File: config.mk
export PLATFORM = sky130hd
export DESIGN_NAME = ambient_light_level_filter
export DESIGN_NICKNAME = d
export VERILOG_FILES = /design/src/rtl/alf_pkg.sv /design/src/rtl/alf_cell.sv /design/src/rtl/alf_mean.sv /design/src/rtl/alf_track.sv /design/src/rtl/ambient_light_level_filter.sv
export VERILOG_INCLUDE_DIRS = /design/src /design/src/rtl
export SDC_FILE = /design/constraint.sdc
export NUM_CORES = 1
export LEC_CHECK = 0
export BUFFER_PORTS_ARGS = -buffer_cell sky130_fd_sc_hd__buf_2
export CELL_PAD_IN_SITES_DETAIL_PLACEMENT = 0
export CELL_PAD_IN_SITES_GLOBAL_PLACEMENT = 2
export CORE_ASPECT_RATIO = 0.6
export CORE_MARGIN = 1
export CORE_UTILIZATION = 35
export DETAILED_ROUTE_END_ITERATION = 10
export PLACE_DENSITY = 0.77
export SYNTH_ARGS = -nofsm -noshare
export SYNTH_HDL_FRONTEND = slang
export SYNTH_HIERARCHICAL = 1
export SYNTH_SLANG_ARGS = --single-unit
File: constraint.sdc
create_clock -name i_clk -period 5.4 [get_ports i_clk]
set_input_delay 0.54 -clock i_clk [delete_from_list [all_inputs] [get_ports i_clk]]
set_output_delay 0.54 -clock i_clk [all_outputs]
set_load 0.005 [all_outputs]
File: src/rtl/ambient_light_level_filter_assert.svh
// Assertion macros used by the top level of the ambient light filter RTL.
`ifndef AMBIENT_LIGHT_LEVEL_FILTER_ASSERT_SVH
`define AMBIENT_LIGHT_LEVEL_FILTER_ASSERT_SVH
`ifndef SYNTHESIS
// same-cycle implication, checked on i_clk, off during reset
`define ALF_ASSERT_NOW(label, ante, cons) \
    label: assert property (@(posedge i_clk) disable iff (!i_rst_n) (ante) |-> (cons)) \
        else $error("%m: check failed");
// next-cycle implication, checked on i_clk, off during reset
`define ALF_ASSERT_NEXT(label, ante, cons) \
    label: assert property (@(posedge i_clk) disable iff (!i_rst_n) (ante) |=> (cons)) \
        else $error("%m: check failed");
`else
`define ALF_ASSERT_NOW(label, ante, cons)
`define ALF_ASSERT_NEXT(label, ante, cons)
`endif
`endif

File: src/rtl/alf_pkg.sv
// Shared types and constants of the ambient light level filter.
`timescale 1ns / 1ps
package alf_pkg;

    localparam int WINDOW      = 8;
    localparam int SAMPLE_BITS = 12;
    localparam int VALUE_W     = 12;
    localparam int LEVEL_W     = 3;
    localparam int HOLD_W      = 6;
    localparam int REP_W       = 8;
    localparam int STABLE_W    = 7;
    localparam int CNT_W       = $clog2(WINDOW);
    localparam int SUM_W       = SAMPLE_BITS + $clog2(WINDOW);
    localparam int DIV         = WINDOW - 2;
    localparam int RECIP_W     = SUM_W + 1;

    localparam logic [CNT_W-1:0]   CNT_LAST = CNT_W'(WINDOW - 1);
    localparam logic [SUM_W-1:0]   DIV_V    = SUM_W'(DIV);
    // floor(2^SUM_W / DIV); the quotient it gives is low by at most one
    localparam logic [RECIP_W-1:0] RECIP    = RECIP_W'((64'd1 << SUM_W) / DIV);

    localparam logic [VALUE_W-1:0] RST_ZERO_LIMIT = 12'd26;
    localparam logic [HOLD_W-1:0]  RST_HOLD       = 6'd14;
    localparam logic [VALUE_W-1:0] RST_EDGE_0     = 12'd86;
    localparam logic [VALUE_W-1:0] RST_EDGE_1     = 12'd430;
    localparam logic [VALUE_W-1:0] RST_EDGE_2     = 12'd1104;
    localparam logic [VALUE_W-1:0] RST_EDGE_3     = 12'd1643;

    localparam logic [LEVEL_W-1:0] LEVEL_TOP = 3'd4;

    typedef enum logic [2:0] {
        REG_ZERO_LIMIT = 3'd0,
        REG_HOLD_COUNT = 3'd1,
        REG_EDGE_0     = 3'd2,
        REG_EDGE_1     = 3'd3,
        REG_EDGE_2     = 3'd4,
        REG_EDGE_3     = 3'd5
    } t_reg_idx;

    typedef enum logic [2:0] {
        ST_IDLE,
        ST_SCAN,
        ST_TRIM,
        ST_MUL,
        ST_CHK,
        ST_FIX,
        ST_POST
    } t_state;

    typedef struct packed {
        logic [VALUE_W-1:0]           zero_limit;
        logic [HOLD_W-1:0]            hold_count;
        logic [3:0][VALUE_W-1:0]      level_edge;
    } t_cfg;

    typedef struct packed {
        logic fill;   // load the input sample
        logic shift;  // take the neighbor's data
    } t_cell_ctrl;

    typedef struct packed {
        logic scan_first;
        logic scan;
        logic trim;
        logic mul;
        logic chk;
        logic fix;
    } t_mean_ctrl;

endpackage

File: src/rtl/alf_cell.sv
// One window cell: holds a sample and passes it along the ring.
`timescale 1ns / 1ps
module alf_cell (
    input  logic                                i_clk,
    input  logic                                i_rst_n,
    input  alf_pkg::t_cell_ctrl                 i_ctrl,
    input  logic [alf_pkg::SAMPLE_BITS-1:0]     i_sample,
    input  logic [alf_pkg::SAMPLE_BITS-1:0]     i_neighbor,
    output logic [alf_pkg::SAMPLE_BITS-1:0]     o_data
);

    logic [alf_pkg::SAMPLE_BITS-1:0] r_data;

    always_ff @(posedge i_clk) begin
        if (!i_rst_n) begin
            r_data <= '0;
        end else begin
            priority if (i_ctrl.fill) begin
                r_data <= i_sample;
            end else if (i_ctrl.shift) begin
                r_data <= i_neighbor;
            end else begin
                // hold
                r_data <= r_data;
            end
        end
    end

    assign o_data = r_data;

endmodule

File: src/rtl/alf_mean.sv
// Trimmed mean: serial sum, max and min, then divide by a constant.
`timescale 1ns / 1ps
module alf_mean (
    input  logic                                i_clk,
    input  alf_pkg::t_mean_ctrl                 i_ctrl,
    input  logic [alf_pkg::SAMPLE_BITS-1:0]     i_data,
    output logic [alf_pkg::VALUE_W-1:0]         o_mean
);

    localparam int SW = alf_pkg::SUM_W;
    localparam int PW = 2 * SW + 1;

    logic [SW-1:0]                     r_sum;
    logic [alf_pkg::SAMPLE_BITS-1:0]   r_hi;
    logic [alf_pkg::SAMPLE_BITS-1:0]   r_lo;
    logic [SW-1:0]                     r_num;
    logic [SW-1:0]                     r_q0;
    logic [SW-1:0]                     r_rem;
    logic [alf_pkg::VALUE_W-1:0]       r_mean;
    logic [PW-1:0]                     w_prod;
    logic [SW-1:0]                     w_back;
    logic [SW-1:0]                     w_data;

    assign w_data = SW'(i_data);
    assign w_prod = PW'(r_num) * PW'(alf_pkg::RECIP);
    assign w_back = SW'(r_q0 * alf_pkg::DIV_V);

    always_ff @(posedge i_clk) begin
        if (i_ctrl.scan) begin
            if (i_ctrl.scan_first) begin
                r_sum <= w_data;
                r_hi  <= i_data;
                r_lo  <= i_data;
            end else begin
                r_sum <= r_sum + w_data;
                if (i_data > r_hi) begin
                    r_hi <= i_data;
                end
                if (i_data < r_lo) begin
                    r_lo <= i_data;
                end
            end
        end
        if (i_ctrl.trim) begin
            r_num <= r_sum - SW'(r_hi) - SW'(r_lo);
        end
        if (i_ctrl.mul) begin
            r_q0 <= w_prod[2*SW-1:SW];
        end
        if (i_ctrl.chk) begin
            r_rem <= r_num - w_back;
        end
        // remainder stays below twice the divisor: one correction step
        if (i_ctrl.fix) begin
            r_mean <= alf_pkg::VALUE_W'(r_q0 + SW'(r_rem >= alf_pkg::DIV_V));
        end
    end

    assign o_mean = r_mean;

endmodule

File: src/rtl/alf_track.sv
// Dark-level fix and level debounce state of the light filter.
`timescale 1ns / 1ps
module alf_track (
    input  logic                             i_clk,
    input  logic                             i_rst_n,
    input  alf_pkg::t_cfg                    i_cfg,
    input  logic                             i_clear,
    input  logic                             i_update,
    input  logic [alf_pkg::VALUE_W-1:0]      i_mean,
    output logic [alf_pkg::VALUE_W-1:0]      o_value,
    output logic [alf_pkg::LEVEL_W-1:0]      o_level,
    output logic                             o_emit
);

    logic [alf_pkg::VALUE_W-1:0]  r_prev,   n_prev;
    logic [alf_pkg::REP_W-1:0]    r_rep,    n_rep;
    logic [alf_pkg::VALUE_W-1:0]  r_shift,  n_shift;
    logic                         r_active, n_active;
    logic [alf_pkg::LEVEL_W-1:0]  r_cur,    n_cur;
    logic [alf_pkg::STABLE_W-1:0] r_stable, n_stable;

    logic [alf_pkg::VALUE_W-1:0]  w_val;
    logic [alf_pkg::LEVEL_W-1:0]  w_lvl;
    logic                         w_emit;
    logic                         w_near;

    assign w_near = i_mean <= i_cfg.zero_limit;

    always_comb begin
        n_prev   = r_prev;
        n_rep    = r_rep;
        n_shift  = r_shift;
        n_active = r_active;
        n_cur    = r_cur;
        n_stable = r_stable;
        w_emit   = 1'b0;
        w_val    = i_mean;

        if ((r_prev == i_mean) && w_near) begin
            if (r_rep != '1) begin
                n_rep = r_rep + 1'b1;
            end
            // latch after twice the hold count of repeats
            if ((r_rep == {1'b0, i_cfg.hold_count, 1'b0}) && !r_active) begin
                n_shift  = i_mean;
                n_active = 1'b1;
                n_rep    = '0;
            end
        end else if (!w_near) begin
            n_active = 1'b0;
        end
        if (n_active) begin
            w_val = n_shift;
            if (n_shift != '0) begin
                n_shift = n_shift - 1'b1;
            end
        end
        n_prev = w_val;

        priority if (w_val <= i_cfg.level_edge[0]) begin
            w_lvl = 3'd0;
        end else if (w_val <= i_cfg.level_edge[1]) begin
            w_lvl = 3'd1;
        end else if (w_val <= i_cfg.level_edge[2]) begin
            w_lvl = 3'd2;
        end else if (w_val <= i_cfg.level_edge[3]) begin
            w_lvl = 3'd3;
        end else begin
            w_lvl = alf_pkg::LEVEL_TOP;
        end

        if (r_cur == w_lvl) begin
            n_stable = r_stable + 1'b1;
            if (r_stable == {1'b0, i_cfg.hold_count}) begin
                n_stable = '0;
                w_emit   = 1'b1;
            end
        end else begin
            n_cur    = w_lvl;
            n_stable = '0;
        end
    end

    always_ff @(posedge i_clk) begin
        if (!i_rst_n || i_clear) begin
            r_prev   <= '0;
            r_rep    <= '0;
            r_shift  <= '0;
            r_active <= 1'b0;
            r_cur    <= '0;
            r_stable <= '0;
        end else if (i_update) begin
            r_prev   <= n_prev;
            r_rep    <= n_rep;
            r_shift  <= n_shift;
            r_active <= n_active;
            r_cur    <= n_cur;
            r_stable <= n_stable;
        end
    end

    assign o_value = w_val;
    assign o_level = w_lvl;
    assign o_emit  = w_emit;

endmodule

File: src/rtl/ambient_light_level_filter.sv
// Top level of the ambient light level filter: control, window ring, config port.
//
// Input channel (i_in_valid / o_in_stall) carries one ADC sample per beat with a
// first-sample flag; a flagged sample refills the whole window and clears the
// dark-fix and debounce state. The window is a ring of WINDOW cells that
// rotates once per cycle during the scan past a serial sum/max/min unit, so
// a sample is scanned over every cell and then passes trim, multiply, check,
// fix and update before the next accept. o_in_stall is high while a sample
// is at work, and is low only while the block is idle.
// Output channel (o_out_valid / i_out_stall) carries zero or one beat per
// sample: the filtered value and its level, loaded into an output register
// on the update cycle. A held result does not block the next sample; only
// the update cycle waits while the output register is still full and stalled.
// Config is an APB-style port, registers at byte address 4*index, pready
// tied high; write only while the block is idle.
// Reset (i_rst_n low, synchronous) clears the window to zero, restores the
// register defaults and empties the output register.
`timescale 1ns / 1ps
`include "ambient_light_level_filter_assert.svh"
module ambient_light_level_filter (
    input  logic                                i_clk,
    input  logic                                i_rst_n,
    input  logic                                i_in_valid,
    output logic                                o_in_stall,
    input  logic                                i_first_sample,
    input  logic [alf_pkg::SAMPLE_BITS-1:0]     i_sample,
    output logic                                o_out_valid,
    input  logic                                i_out_stall,
    output logic [alf_pkg::VALUE_W-1:0]         o_light_value,
    output logic [alf_pkg::LEVEL_W-1:0]         o_light_level,
    input  logic                                psel,
    input  logic                                penable,
    input  logic                                pwrite,
    input  logic [4:0]                          paddr,
    input  logic [31:0]                         pwdata,
    output logic [31:0]                         prdata,
    output logic                                pready
);

    alf_pkg::t_state                   r_state, n_state;
    logic [alf_pkg::CNT_W-1:0]         r_cnt,   n_cnt;
    alf_pkg::t_cfg                     r_cfg;
    logic                              r_out_valid;
    logic [alf_pkg::VALUE_W-1:0]       r_value;
    logic [alf_pkg::LEVEL_W-1:0]       r_level;

    logic                              w_accept;
    logic                              w_out_free;
    logic                              w_update;
    logic                              w_cfg_wr;
    alf_pkg::t_reg_idx                 w_idx;
    alf_pkg::t_cell_ctrl               w_cell_ctrl;
    alf_pkg::t_mean_ctrl               w_mean_ctrl;
    logic [alf_pkg::SAMPLE_BITS-1:0]   w_cell [alf_pkg::WINDOW];
    logic [alf_pkg::SAMPLE_BITS-1:0]   w_head;
    logic [alf_pkg::VALUE_W-1:0]       w_mean;
    logic [alf_pkg::VALUE_W-1:0]       w_value;
    logic [alf_pkg::LEVEL_W-1:0]       w_level;
    logic                              w_emit;

    assign w_accept   = i_in_valid && !o_in_stall;
    assign w_out_free = !r_out_valid || !i_out_stall;

    // next state
    always_comb begin
        n_state = r_state;
        n_cnt   = r_cnt;
        unique case (r_state)
            alf_pkg::ST_IDLE: begin
                if (i_in_valid) begin
                    n_state = alf_pkg::ST_SCAN;
                    n_cnt   = '0;
                end
            end
            alf_pkg::ST_SCAN: begin
                n_cnt = r_cnt + 1'b1;
                if (r_cnt == alf_pkg::CNT_LAST) begin
                    n_state = alf_pkg::ST_TRIM;
                    n_cnt   = '0;
                end
            end
            alf_pkg::ST_TRIM: n_state = alf_pkg::ST_MUL;
            alf_pkg::ST_MUL:  n_state = alf_pkg::ST_CHK;
            alf_pkg::ST_CHK:  n_state = alf_pkg::ST_FIX;
            alf_pkg::ST_FIX:  n_state = alf_pkg::ST_POST;
            alf_pkg::ST_POST: begin
                if (w_out_free) begin
                    n_state = alf_pkg::ST_IDLE;
                end
            end
            default: n_state = alf_pkg::ST_IDLE;
        endcase
    end

    // control outputs
    always_comb begin
        o_in_stall             = 1'b1;
        w_update               = 1'b0;
        w_mean_ctrl            = '0;
        unique case (r_state)
            alf_pkg::ST_IDLE: o_in_stall = 1'b0;
            alf_pkg::ST_SCAN: begin
                w_mean_ctrl.scan       = 1'b1;
                w_mean_ctrl.scan_first = (r_cnt == '0);
            end
            alf_pkg::ST_TRIM: w_mean_ctrl.trim = 1'b1;
            alf_pkg::ST_MUL:  w_mean_ctrl.mul  = 1'b1;
            alf_pkg::ST_CHK:  w_mean_ctrl.chk  = 1'b1;
            alf_pkg::ST_FIX:  w_mean_ctrl.fix  = 1'b1;
            alf_pkg::ST_POST: w_update = w_out_free;
            default: o_in_stall = 1'b1;
        endcase
    end

    always_comb begin
        w_cell_ctrl.fill  = w_accept && i_first_sample;
        w_cell_ctrl.shift = (w_accept && !i_first_sample) || w_mean_ctrl.scan;
    end

    always_ff @(posedge i_clk) begin
        if (!i_rst_n) begin
            r_state <= alf_pkg::ST_IDLE;
            r_cnt   <= '0;
        end else begin
            r_state <= n_state;
            r_cnt   <= n_cnt;
        end
    end

    // window ring: new sample enters cell 0, scan rotates the last cell back in
    assign w_head = w_mean_ctrl.scan ? w_cell[alf_pkg::WINDOW-1] : i_sample;

    for (genvar g = 0; g < alf_pkg::WINDOW; g++) begin : g_cell
        alf_cell u_cell (
            .i_clk      (i_clk),
            .i_rst_n    (i_rst_n),
            .i_ctrl     (w_cell_ctrl),
            .i_sample   (i_sample),
            .i_neighbor ((g == 0) ? w_head : w_cell[(g == 0) ? 0 : g - 1]),
            .o_data     (w_cell[g])
        );
    end

    alf_mean u_mean (
        .i_clk  (i_clk),
        .i_ctrl (w_mean_ctrl),
        .i_data (w_cell[alf_pkg::WINDOW-1]),
        .o_mean (w_mean)
    );

    alf_track u_track (
        .i_clk    (i_clk),
        .i_rst_n  (i_rst_n),
        .i_cfg    (r_cfg),
        .i_clear  (w_cell_ctrl.fill),
        .i_update (w_update),
        .i_mean   (w_mean),
        .o_value  (w_value),
        .o_level  (w_level),
        .o_emit   (w_emit)
    );

    // output register
    always_ff @(posedge i_clk) begin
        if (!i_rst_n) begin
            r_out_valid <= 1'b0;
        end else if (w_update && w_emit) begin
            r_out_valid <= 1'b1;
        end else if (!i_out_stall) begin
            r_out_valid <= 1'b0;
        end
        if (w_update && w_emit) begin
            r_value <= w_value;
            r_level <= w_level;
        end
    end

    assign o_out_valid   = r_out_valid;
    assign o_light_value = r_value;
    assign o_light_level = r_level;

    // config registers
    assign pready   = 1'b1;
    assign w_idx    = alf_pkg::t_reg_idx'(paddr[4:2]);
    assign w_cfg_wr = psel && penable && pwrite && pready;

    always_ff @(posedge i_clk) begin
        if (!i_rst_n) begin
            r_cfg.zero_limit    <= alf_pkg::RST_ZERO_LIMIT;
            r_cfg.hold_count    <= alf_pkg::RST_HOLD;
            r_cfg.level_edge[0] <= alf_pkg::RST_EDGE_0;
            r_cfg.level_edge[1] <= alf_pkg::RST_EDGE_1;
            r_cfg.level_edge[2] <= alf_pkg::RST_EDGE_2;
            r_cfg.level_edge[3] <= alf_pkg::RST_EDGE_3;
        end else if (w_cfg_wr) begin
            unique case (w_idx)
                alf_pkg::REG_ZERO_LIMIT: r_cfg.zero_limit    <= pwdata[11:0];
                alf_pkg::REG_HOLD_COUNT: r_cfg.hold_count    <= pwdata[5:0];
                alf_pkg::REG_EDGE_0:     r_cfg.level_edge[0] <= pwdata[11:0];
                alf_pkg::REG_EDGE_1:     r_cfg.level_edge[1] <= pwdata[11:0];
                alf_pkg::REG_EDGE_2:     r_cfg.level_edge[2] <= pwdata[11:0];
                alf_pkg::REG_EDGE_3:     r_cfg.level_edge[3] <= pwdata[11:0];
                default: ;
            endcase
        end
    end

    always_comb begin
        unique case (w_idx)
            alf_pkg::REG_ZERO_LIMIT: prdata = {20'd0, r_cfg.zero_limit};
            alf_pkg::REG_HOLD_COUNT: prdata = {26'd0, r_cfg.hold_count};
            alf_pkg::REG_EDGE_0:     prdata = {20'd0, r_cfg.level_edge[0]};
            alf_pkg::REG_EDGE_1:     prdata = {20'd0, r_cfg.level_edge[1]};
            alf_pkg::REG_EDGE_2:     prdata = {20'd0, r_cfg.level_edge[2]};
            alf_pkg::REG_EDGE_3:     prdata = {20'd0, r_cfg.level_edge[3]};
            default:                 prdata = '0;
        endcase
    end

    `ALF_ASSERT_NEXT(a_accept_starts_scan, w_accept, w_mean_ctrl.scan_first)
    `ALF_ASSERT_NEXT(a_scan_length, w_mean_ctrl.scan && r_cnt == alf_pkg::CNT_LAST, w_mean_ctrl.trim)
    `ALF_ASSERT_NEXT(a_post_stall, r_state == alf_pkg::ST_POST && !w_out_free, $stable(r_state))
    `ALF_ASSERT_NOW(a_level_range, o_out_valid, o_light_level <= alf_pkg::LEVEL_TOP)

endmodule

==> results.sh, run 1 <==
export IMPL_status="finished clean"
export IMPL_drt_iter0_drc=1351
export IMPL_ys_top_cells_by_count="inv_1, ha_1, dfxtp_1, nand2_1, edfxtp_1"
export IMPL_period_minus_slack_ps=5290
export IMPL_fin_hold_ws_ps=234
export IMPL_synth_top_cell_by_area="dfxtp_1"
export IMPL_startpoint="u_mean/o_mean[9]"
export IMPL_dr_pass1_iters=5
export IMPL_rr_endpoint="o_light_value[9]"
export IMPL_synth_edff_count=108
export IMPL_numCtsBuffers=37
export IMPL_slew_headroom=0.175
export IMPL_yosys_warnings=6
export IMPL_clk_pin_slew_ps=60
export IMPL_multi_input_area_um2=14500
export IMPL_place_gp_congestion=0.880
export IMPL_hold_viol=0
export IMPL_worstRegToRegCells=23
export IMPL_groute_usage_overall=0.191
export IMPL_synthTopCellsByArea="dfxtp_1, edfxtp_1, ha_1"
export IMPL_maxCapViolCount=0
export IMPL_wirelength_um=64900
export IMPL_fmax_ghz=0.189
export IMPL_drc=0
export IMPL_synth_seq_area_share=0.323
export IMPL_nNetsFinal=2775
export IMPL_die_h_um=201
export IMPL_critPathRequiredTime_ps=5700
export IMPL_die_area_um2=67400
export IMPL_yosysMostFrequentCell="inv_1"
export IMPL_worst_pin_slew_ps=1240
export IMPL_slew_violations=0
export IMPL_overflow=0
export IMPL_ys_async_sr_fraction=0
export IMPL_core_area_um2=65000
export IMPL_crit_end="o_light_value[9]"
export IMPL_num_vias=17600
export IMPL_grt_pass1_vias=17300
export IMPL_ioPinCount=107
export IMPL_antenna_found_initial=1
export IMPL_clockBufferDepth=3
export IMPL_p_leak_nw=12.3
export IMPL_regArea_um2=7490
export IMPL_grt_max_degree=102
export IMPL_crit_arrival_ps=5580
export IMPL_rows=72
export IMPL_initial_utilization=0.357
export IMPL_cts_hold_buf=0
export IMPL_netlist_area_um2=23200
export IMPL_cts_tree="yes"
export IMPL_die_x_um=334
export IMPL_tns_ps=0
export IMPL_postSynthCellCount=2338
export IMPL_cp_max_fo=9
export IMPL_port_buffers=63
export IMPL_hp_class="in2reg"
export IMPL_dp_final_hpwl_um=49200
export IMPL_ir_drop_mv=0.167
export IMPL_syn_area_per_cell_um2=9.93
export IMPL_synth_ff_type="dfxtp_1"
export IMPL_wl_per_cell_um=19.4
export IMPL_hold_depth=3
export IMPL_area_growth_pct=13.6
export IMPL_htree_levels=2
export IMPL_layout_filler_cells=6335
export IMPL_clkLatencyLatePin_ps=580
export IMPL_clock_sinks=320
export IMPL_power_density_nw_per_um2=247
export IMPL_critPathKind="reg2reg"
export IMPL_final_layout_size_suffix_gt1_frac=0.163
export IMPL_finalSetupViolCount=0
export IMPL_finClkSkew_ps=19.2
export IMPL_finalCritPeriodShare=0.979
export IMPL_yosysUniqueCellTypes=100
export IMPL_r2r_slack_ps=110
export IMPL_drtAntennaViolNets=0
export IMPL_r2r_start="u_mean/o_mean[9]"
export IMPL_grt_pass1_wl_um=101000
export IMPL_power_w=0.00650
export IMPL_yosysTopAreaCellShare=0.183
export IMPL_ctsRootBufferMaster="clkbuf_16"
export IMPL_viasPerCell=5.25
export IMPL_cp_start_kind="register"
export IMPL_cp_end_kind="register"
export IMPL_synth_seq_cells=320
logic make-up (layout without fill, tap and decap cells):
kind of cell	count (synthesis)	count (layout)	synth area share
DFF	320	320	0.323
and+or+nand+nor	573	573	0.130
adders and majority gates	286	286	0.176
AOI/OAI and AO/OA	485	485	0.155
other	2	22	0.000324
muxes	217	217	0.114
xor gates and xnor gates	93	93	0.0351
buffers and inverters	362	466	0.0674
layout by cell type (no fill, tap or decap), drive strengths merged, types with 15 or more instances in the layout:
cell,synthesis,layout
ha,219,219
nand3,33,33
nor2b,22,22
a211oi,15,15
xnor2,43,43
o21a,33,33
o211ai,29,29
mux2i,90,90
nand2,140,140
nand2b,104,104
conb,2,21
inv,247,248
clkbuf,46,52
a21oi,96,96
nand4,35,35
edfxtp,108,108
xor2,50,50
buf,66,147
dfxtp,212,212
mux2,126,126
clkinv,3,15
nor4,28,28
nor3,30,30
o21ai,91,91
nor2,100,100
fa,67,67
a21o,29,29
and3,16,16
o211a,99,99
layer usage:
metal / track usage / wire (um) / up-vias
met2: 0.233 / 22900 / 379
met4: 0.0360 / 822 / 0
met1: 0.311 / 35600 / 8617
met3: 0.0635 / 5530 / 57
met5: 0 / 0 / -
li1: - / - / 8521
final cells by class:
cell class / instances / area share
Clock buffer: 51 / 0.0413
Multi-Input combinational cell: 1675 / 0.551
Inverter: 250 / 0.0356
Antenna cell: 1 / 0.0000949
Clock inverter: 17 / 0.00721
Tap cell: 888 / 0.0421
Sequential cell: 320 / 0.284
Timing Repair Buffer: 148 / 0.0385
worst min-delay path by stage:
stage | from | end
3_5_place_dp | r_cfg[32] | r_cfg[32]
3_3_place_gp | r_cfg[35] | r_cfg[35]
2_1_floorplan | r_cfg[25] | r_cfg[25]
4_1_cts | pwdata[0] | r_cfg[36]
6_report | pwdata[0] | r_cfg[36]
5_1_grt | pwdata[0] | r_cfg[36]
per-stage QoR:
step,utilization,worst slack (ps),instances,cell area (um2)
after floorplan,-,68.9,2357,23300
after global placement,0.381,-312,3273,24700
after detailed placement,0.381,-341,3273,24700
after CTS,0.401,14.6,3341,26100
after global routing,0.406,-109,3349,26400
final,0.406,114,3350,26400
sequential cells by signal (all words and copies together) (netlist names):
signal                flops
u_mean/o_mean            12
u_track/r_cur             3
o_light_value            12
u_track/r_shift          12
u_track/r_active          1
u_track/r_stable          7
o_out_valid               1
u_mean/r_num             15
u_mean/r_hi              12
u_track/r_prev           12
r_cnt                     3
r_cfg                    66
u_track/r_rep             8
o_light_level             3
g_cell.u_cell/o_data     96
u_mean/r_sum             15
u_mean/r_q0              13
u_mean/r_lo              12
u_mean/r_rem             14
r_state                   3
report_power, final:
group,switching [W],internal [W]
Combinational,0.000582,0.000523
Clock,0.00114,0.00153
Sequential,0.0000900,0.00264
what timing repair did:
item / 4_1_cts / 5_1_grt
buffers inserted: 0 / 7
gates cloned: 0 / 1
endpoints found under the hold margin: 0 / 0
pin swaps: 0 / 12
resized for setup: 11 / 39
setup endpoints to repair: 23 / 26
critical path, stage by stage (launching register included):
cell and delay (ps):
edfxtp_1 410, ha_1 320, nand4_1 220, nor3_2 280, buf_4 160, a221oi_2 50
a32o_2 320, buf_4 170, nand2_4 150, buf_4 150, mux2_2 440, ha_1 340
o211ai_1 130, a21oi_2 120, o41ai_4 470, buf_4 220, nor2_1 70, nor3_1 130
a211o_1 150, nand2_1 60, nor2_1 110, nand3_2 120, a21oi_4 220, clkbuf_16 190
No activity file was read; power rests on OpenSTA's default activity.
==> run 2, diff against run 1 <==
--- a/config.mk
+++ b/config.mk
@@ -14,6 +14,7 @@
 export CORE_UTILIZATION = 35
 export DETAILED_ROUTE_END_ITERATION = 10
 export PLACE_DENSITY = 0.77
+export SETUP_SLACK_MARGIN = 0.2
 export SYNTH_ARGS = -nofsm -noshare
 export SYNTH_HDL_FRONTEND = slang
 export SYNTH_HIERARCHICAL = 1
==> run 2 against run 1 <==
  * Via count about the same
  * Utilization increased by 0.25 points
  * Largest cell class unchanged
  * Sequential share of layout area decreased by 0.16 points
  * Fmax increased by 2.0%
  * Clock-buffer cell count decreased by 1
  * Highest routed layer unchanged
  * Hold slack improved by 1.8 ps
==> results.sh, run 2 (synthesis gave the netlist of run 1 again) <==
export IMPL_status="finished clean"
export IMPL_fin_util=0.408
export IMPL_numCtsBuffers=35
export IMPL_finalSetupViolCount=0
export IMPL_wl_per_cell_um=19.7
export IMPL_maxCapViolCount=0
export IMPL_num_vias=17600
export IMPL_hp_class="in2reg"
export IMPL_grt_max_degree=107
export IMPL_grt_pass1_vias=16800
export IMPL_pre_cts_ws_ps=-154
export IMPL_final_common_cell="inv_1"
export IMPL_cp_end_kind="register"
export IMPL_critPathKind="reg2reg"
export IMPL_power_density_nw_per_um2=238
export IMPL_drt_iter0_drc=1305
export IMPL_largest_register_ffs=96
export IMPL_period_minus_slack_ps=5180
export IMPL_groute_usage_overall=0.193
export IMPL_cp_max_fo=7
export IMPL_cts_tree="yes"
export IMPL_clkLatencyLatePin_ps=580
export IMPL_slew_violations=0
export IMPL_dr_pass1_iters=5
export IMPL_layout_filler_cells=6345
export IMPL_dpl_cell_area_um2=24700
export IMPL_final_cells=3348
export IMPL_port_buffers=63
export IMPL_slew_headroom=0.219
export IMPL_wirelength_um=65900
export IMPL_setup_slack_ps=219
export IMPL_finClkSkew_ps=26.6
export IMPL_r2r_slack_ps=220
export IMPL_place_gp_congestion=0.889
export IMPL_drtAntennaViolNets=0
export IMPL_rows=72
export IMPL_multi_input_area_um2=14800
export IMPL_final_cell_mix="inv_1, dfxtp_1, ha_1"
export IMPL_ioPinCount=107
export IMPL_rr_endpoint="o_light_level[2]"
export IMPL_dp_final_hpwl_um=50000
export IMPL_clockBufferDepth=3
export IMPL_stdcell_area_um2=26500
export IMPL_die_area_um2=67400
export IMPL_r2r_start="u_mean/o_mean[1]"
export IMPL_hold_viol=0
export IMPL_cp_start_kind="register"
export IMPL_crit_arrival_ps=5460
export IMPL_area_growth_pct=14.3
export IMPL_overflow=0
export IMPL_core_area_um2=65000
export IMPL_drc=0
export IMPL_placedCellCount=3261
export IMPL_die_x_um=334
export IMPL_viasPerCell=5.25
export IMPL_rsz0062_at_grt="yes"
export IMPL_crit_end="o_light_level[2]"
export IMPL_grt_pass1_wl_um=101000
export IMPL_worst_pin_slew_ps=1170
export IMPL_regArea_um2=7490
export IMPL_ir_drop_mv=0.178
export IMPL_fmax_ghz=0.193
export IMPL_ctsRootBufferMaster="clkbuf_16"
export IMPL_fin_hold_ws_ps=236
export IMPL_clock_sinks=320
export IMPL_hp_start="pwdata[0]"
export IMPL_startpoint="u_mean/o_mean[1]"
export IMPL_antenna_found_initial=2
export IMPL_final_layout_size_suffix_gt1_frac=0.172
export IMPL_die_h_um=201
export IMPL_critPathRequiredTime_ps=5680
export IMPL_finalCritPeriodShare=0.959
export IMPL_initial_utilization=0.357
export IMPL_p_leak_nw=12.3
export IMPL_nNetsFinal=2775
export IMPL_clk_pin_slew_ps=70
export IMPL_worstRegToRegCells=22
export IMPL_htree_levels=2
## run 2: changes by cell type in the layout (fill, tap and decap cells not counted), moves of 3 or more
cell / delta
buf_4: -6
ha_4: +10
ha_1: -11
o21ai_1: +4
buf_6: +8
a21oi_2: +3
clkbuf_1: +4
o21ai_0: -5
clkbuf_8: -4
a21oi_1: -3
## run 2: area by class of cell
class / instances / share of cell area
sequential: 320 / 0.282
timing repair buffer: 150 / 0.0400
clock buffer: 50 / 0.0380
antenna: 2 / 0.000189
tap: 888 / 0.0419
inverter: 250 / 0.0354
multi-input combinational: 1675 / 0.556
clock inverter: 13 / 0.00594
## run 2: critical path, stage by stage, from the launching register on
cell	delay [ps]
edfxtp_1	420
ha_1	300
and3_4	170
a221o_1	350
a221oi_2	260
a32o_2	290
buf_6	150
nand2_4	60
buf_6	150
mux2_4	380
ha_4	300
nand2_2	50
o21ai_0	370
o41ai_4	130
buf_4	180
nor4_4	290
and3b_1	210
a211o_1	130
nand2_1	60
nor2_2	110
nand3_2	110
a21oi_4	210
clkbuf_16	190
## run 2: worst min path at each step
| stage | end | slack (ps) | depth (start not counted) |
|---|---|---|---|
| 6_report | r_cfg[36] | 240 | 3 |
| 5_1_grt | r_cfg[36] | 250 | 3 |
| 4_1_cts | r_cfg[36] | 210 | 3 |
| 3_5_place_dp | r_cfg[31] | 470 | 2 |
| 3_3_place_gp | r_cfg[32] | 460 | 2 |
| 2_1_floorplan | r_cfg[25] | 450 | 2 |
## run 2: stage by stage
stage | power [W] | TNS [ps]
floorplan | 0.00362 | 0
global placement | 0.00384 | -3180
detailed placement | 0.00387 | -2300
CTS | 0.00640 | 0
global route | 0.00663 | 0
finish | 0.00632 | 0
## run 2: power by group
part	internal (W)	switching [W]	total [W]
sequential	0.00264	0.0000903	0.00273
combinational	0.000522	0.000578	0.00110
clock	0.00141	0.00109	0.00250
total	0.00457	0.00175	0.00632
## run 2: timing repair
item	CTS	global route
setup endpoints to repair	25	22
gates cloned	0	1
buffers inserted	0	21
gates resized for setup	15	73
hold buffers	0	0
pin swaps	1	33
## run 2: layer usage
metal / share of wire / global-route usage / vias to the layer above
li1: - / - / 8510
met1: 0.55 / 0.320 / 8557
met2: 0.35 / 0.227 / 461
met3: 0.096 / 0.0666 / 47
met4: 0.011 / 0.0326 / 0
met5: 0 / 0 / -
==> run 3, diff against run 2 <==
--- a/config.mk
+++ b/config.mk
@@ -8,12 +8,12 @@
 export LEC_CHECK = 0
 export BUFFER_PORTS_ARGS = -buffer_cell sky130_fd_sc_hd__buf_2
 export CELL_PAD_IN_SITES_DETAIL_PLACEMENT = 0
-export CELL_PAD_IN_SITES_GLOBAL_PLACEMENT = 2
+export CELL_PAD_IN_SITES_GLOBAL_PLACEMENT = 1
 export CORE_ASPECT_RATIO = 0.6
 export CORE_MARGIN = 1
 export CORE_UTILIZATION = 35
 export DETAILED_ROUTE_END_ITERATION = 10
-export PLACE_DENSITY = 0.77
+export PLACE_DENSITY = 0.66
 export SETUP_SLACK_MARGIN = 0.2
 export SYNTH_ARGS = -nofsm -noshare
 export SYNTH_HDL_FRONTEND = slang
==> constraint.sdc (replaced) <==
create_clock -name i_clk -period 4.7 [get_ports i_clk]
set_input_delay 0.47 -clock i_clk [delete_from_list [all_inputs] [get_ports i_clk]]
set_output_delay 0.47 -clock i_clk [all_outputs]
set_load 0.005 [all_outputs]
==> run 3 against run 2 <==
  * The run now ends with setup timing left
  * Utilization up 1.4 points
  * Cell area up 3.4%
  * Routed wire length down 1.8%
  * Clock-buffer cell count up 3
  * Register-to-register slack worse by 580 ps
  * Die area unchanged
  * Final cell count up 2.2%
  * Critical endpoint is now u_track/r_stable[1]
==> results.sh, run 3 (synthesis gave the netlist of run 1 again) <==
export IMPL_largest_register_ffs=96
export IMPL_area_growth_pct=18.2
export IMPL_die_x_um=334
export IMPL_ioPinCount=107
export IMPL_final_cell_mix="inv_1, dfxtp_1, ha_1"
export IMPL_die_area_um2=67400
export IMPL_pre_cts_ws_ps=-645
export IMPL_clock_sinks=320
export IMPL_wl_per_cell_um=18.9
export IMPL_grt_pass1_wl_um=100000
export IMPL_overflow=0
export IMPL_finalSetupViolCount=23
export IMPL_ir_drop_mv=0.223
export IMPL_antenna_found_initial=6
export IMPL_grt_max_degree=193
export IMPL_worst_pin_slew_ps=1270
export IMPL_clk_pin_slew_ps=60
export IMPL_final_common_cell="inv_1"
export IMPL_startpoint="u_mean/o_mean[2]"
export IMPL_drt_iter0_drc=1402
export IMPL_critPathRequiredTime_ps=5090
export IMPL_fmax_ghz=0.198
export IMPL_cp_max_fo=7
export IMPL_viasPerCell=5.20
export IMPL_hp_class="in2reg"
export IMPL_htree_levels=2
export IMPL_nNetsFinal=2849
export IMPL_cts_tree="yes"
export IMPL_worstRegToRegCells=22
export IMPL_layout_filler_cells=6272
export IMPL_status="complete, but fails checks"
export IMPL_finClkSkew_ps=30.7
export IMPL_drtAntennaViolNets=0
export IMPL_cp_end_kind="register"
export IMPL_clockBufferDepth=3
export IMPL_port_buffers=63
export IMPL_setup_slack_ps=-359
export IMPL_crit_slowest_cell="o41ai_4"
export IMPL_hold_viol=0
export IMPL_rsz0062_at_grt="yes"
export IMPL_rows=72
export IMPL_fin_hold_ws_ps=217
export IMPL_die_h_um=201
export IMPL_groute_usage_overall=0.188
export IMPL_period_minus_slack_ps=5060
export IMPL_cp_start_kind="register"
export IMPL_clkLatencyLatePin_ps=550
export IMPL_dr_pass1_iters=6
export IMPL_p_leak_nw=12.6
export IMPL_initial_utilization=0.357
export IMPL_maxCapViolCount=0
export IMPL_multi_input_area_um2=15100
export IMPL_r2r_start="u_mean/o_mean[2]"
export IMPL_r2r_slack_ps=-360
export IMPL_power_density_nw_per_um2=261
export IMPL_cpPeakStageDelay_ps=440
export IMPL_grt_pass1_vias=17500
export IMPL_core_area_um2=65000
export IMPL_finalCritPeriodShare=1.08
export IMPL_path_cells="ha_1, a21o_1, a221o_1, a221oi_2, a32o_2, and2_4, mux2i_4, a21oi_4, ha_4, nor2b_4, o211ai_1, a21oi_2, o41ai_4, buf_4, nor4_4, and3b_1, a211o_1, buf_4, buf_6, buf_6, a32oi_1, nor2_1"
export IMPL_slew_violations=0
export IMPL_critPathKind="reg2reg"
export IMPL_wirelength_um=64700
export IMPL_crit_end="u_track/r_stable[1]"
export IMPL_rr_endpoint="u_track/r_stable[1]"
export IMPL_regArea_um2=7490
export IMPL_numCtsBuffers=34
export IMPL_crit_arrival_ps=5440
export IMPL_dp_final_hpwl_um=47700
export IMPL_ctsRootBufferMaster="clkbuf_16"
export IMPL_slew_headroom=0.145
export IMPL_violations="setup timing"
export IMPL_num_vias=17800
export IMPL_drc=0
export IMPL_final_layout_size_suffix_gt1_frac=0.220
export IMPL_place_gp_congestion=0.912
[run 3: changes by cell type in the layout (fill, tap and decap cells not counted), moves of 6 or more]
cell,delta
inv_2,+15
ha_1,-21
buf_6,+6
inv_1,-15
ha_4,+17
buf_4,+69
[run 3: final cells by class]
class,count,share of cell area
timing repair buffer,225,0.0598
tap,888,0.0405
multi-input combinational,1675,0.552
sequential,320,0.273
inverter,250,0.0342
antenna,2,0.000182
clock buffer,53,0.0382
clock inverter,9,0.00264
[run 3: worst max-delay path, delay by kind of cell, from the launching register on]
kind	cells	cell delay (ps)
DFF	1	390
and+or+nand+nor	5	640
buffers and inverters	4	570
adders and majority gates	2	590
AOI/OAI and AO/OA	10	2590
muxes	1	90
[run 3: how the worst min path moves through the flow]
stage / from / endpoint / slack, ps / depth (start not counted)
2_1_floorplan: r_cfg[25] / r_cfg[25] / 450 / 2
3_3_place_gp: r_cfg[26] / r_cfg[26] / 460 / 2
3_5_place_dp: r_cfg[27] / r_cfg[27] / 470 / 2
4_1_cts: pwdata[0] / r_cfg[36] / 180 / 3
5_1_grt: pwdata[0] / r_cfg[36] / 210 / 3
6_report: pwdata[9] / r_cfg[45] / 220 / 3
[run 3: metrics by stage]
| stage | util | TNS [ps] | total power (W) | cells | instance area, um2 |
|---|---|---|---|---|---|
| floorplan | - | -3550 | 0.00416 | 2357 | 23400 |
| global placement | 0.389 | -10800 | 0.00442 | 3328 | 25300 |
| detailed placement | 0.389 | -13240 | 0.00446 | 3328 | 25300 |
| CTS | 0.414 | -6850 | 0.00726 | 3408 | 26900 |
| global route | 0.422 | -12490 | 0.00753 | 3422 | 27400 |
| finish | 0.422 | -7380 | 0.00716 | 3422 | 27400 |
[run 3: timing repair]
item                                    in CTS  in global routing
pin swaps                                   51                 43
hold buffers                                 0                  0
setup buffers                               18                 12
endpoints found under the setup margin      36                 37
gates cloned                                 0                  0
gates resized for setup                     85                 73
[run 3: routing by layer]
layer	vias to the layer above	routed length, um	GRT usage
li1	8652	-	-
met1	8659	34900	0.294
met2	395	25000	0.257
met3	73	3870	0.0447
met4	6	956	0.0324
met5	-	35	0
[run 3: where the power goes]
group / total, W / internal, W / switching, W
registers: 0.00313 / 0.00303 / 0.000103
logic: 0.00128 / 0.000600 / 0.000682
clock network: 0.00275 / 0.00155 / 0.00119
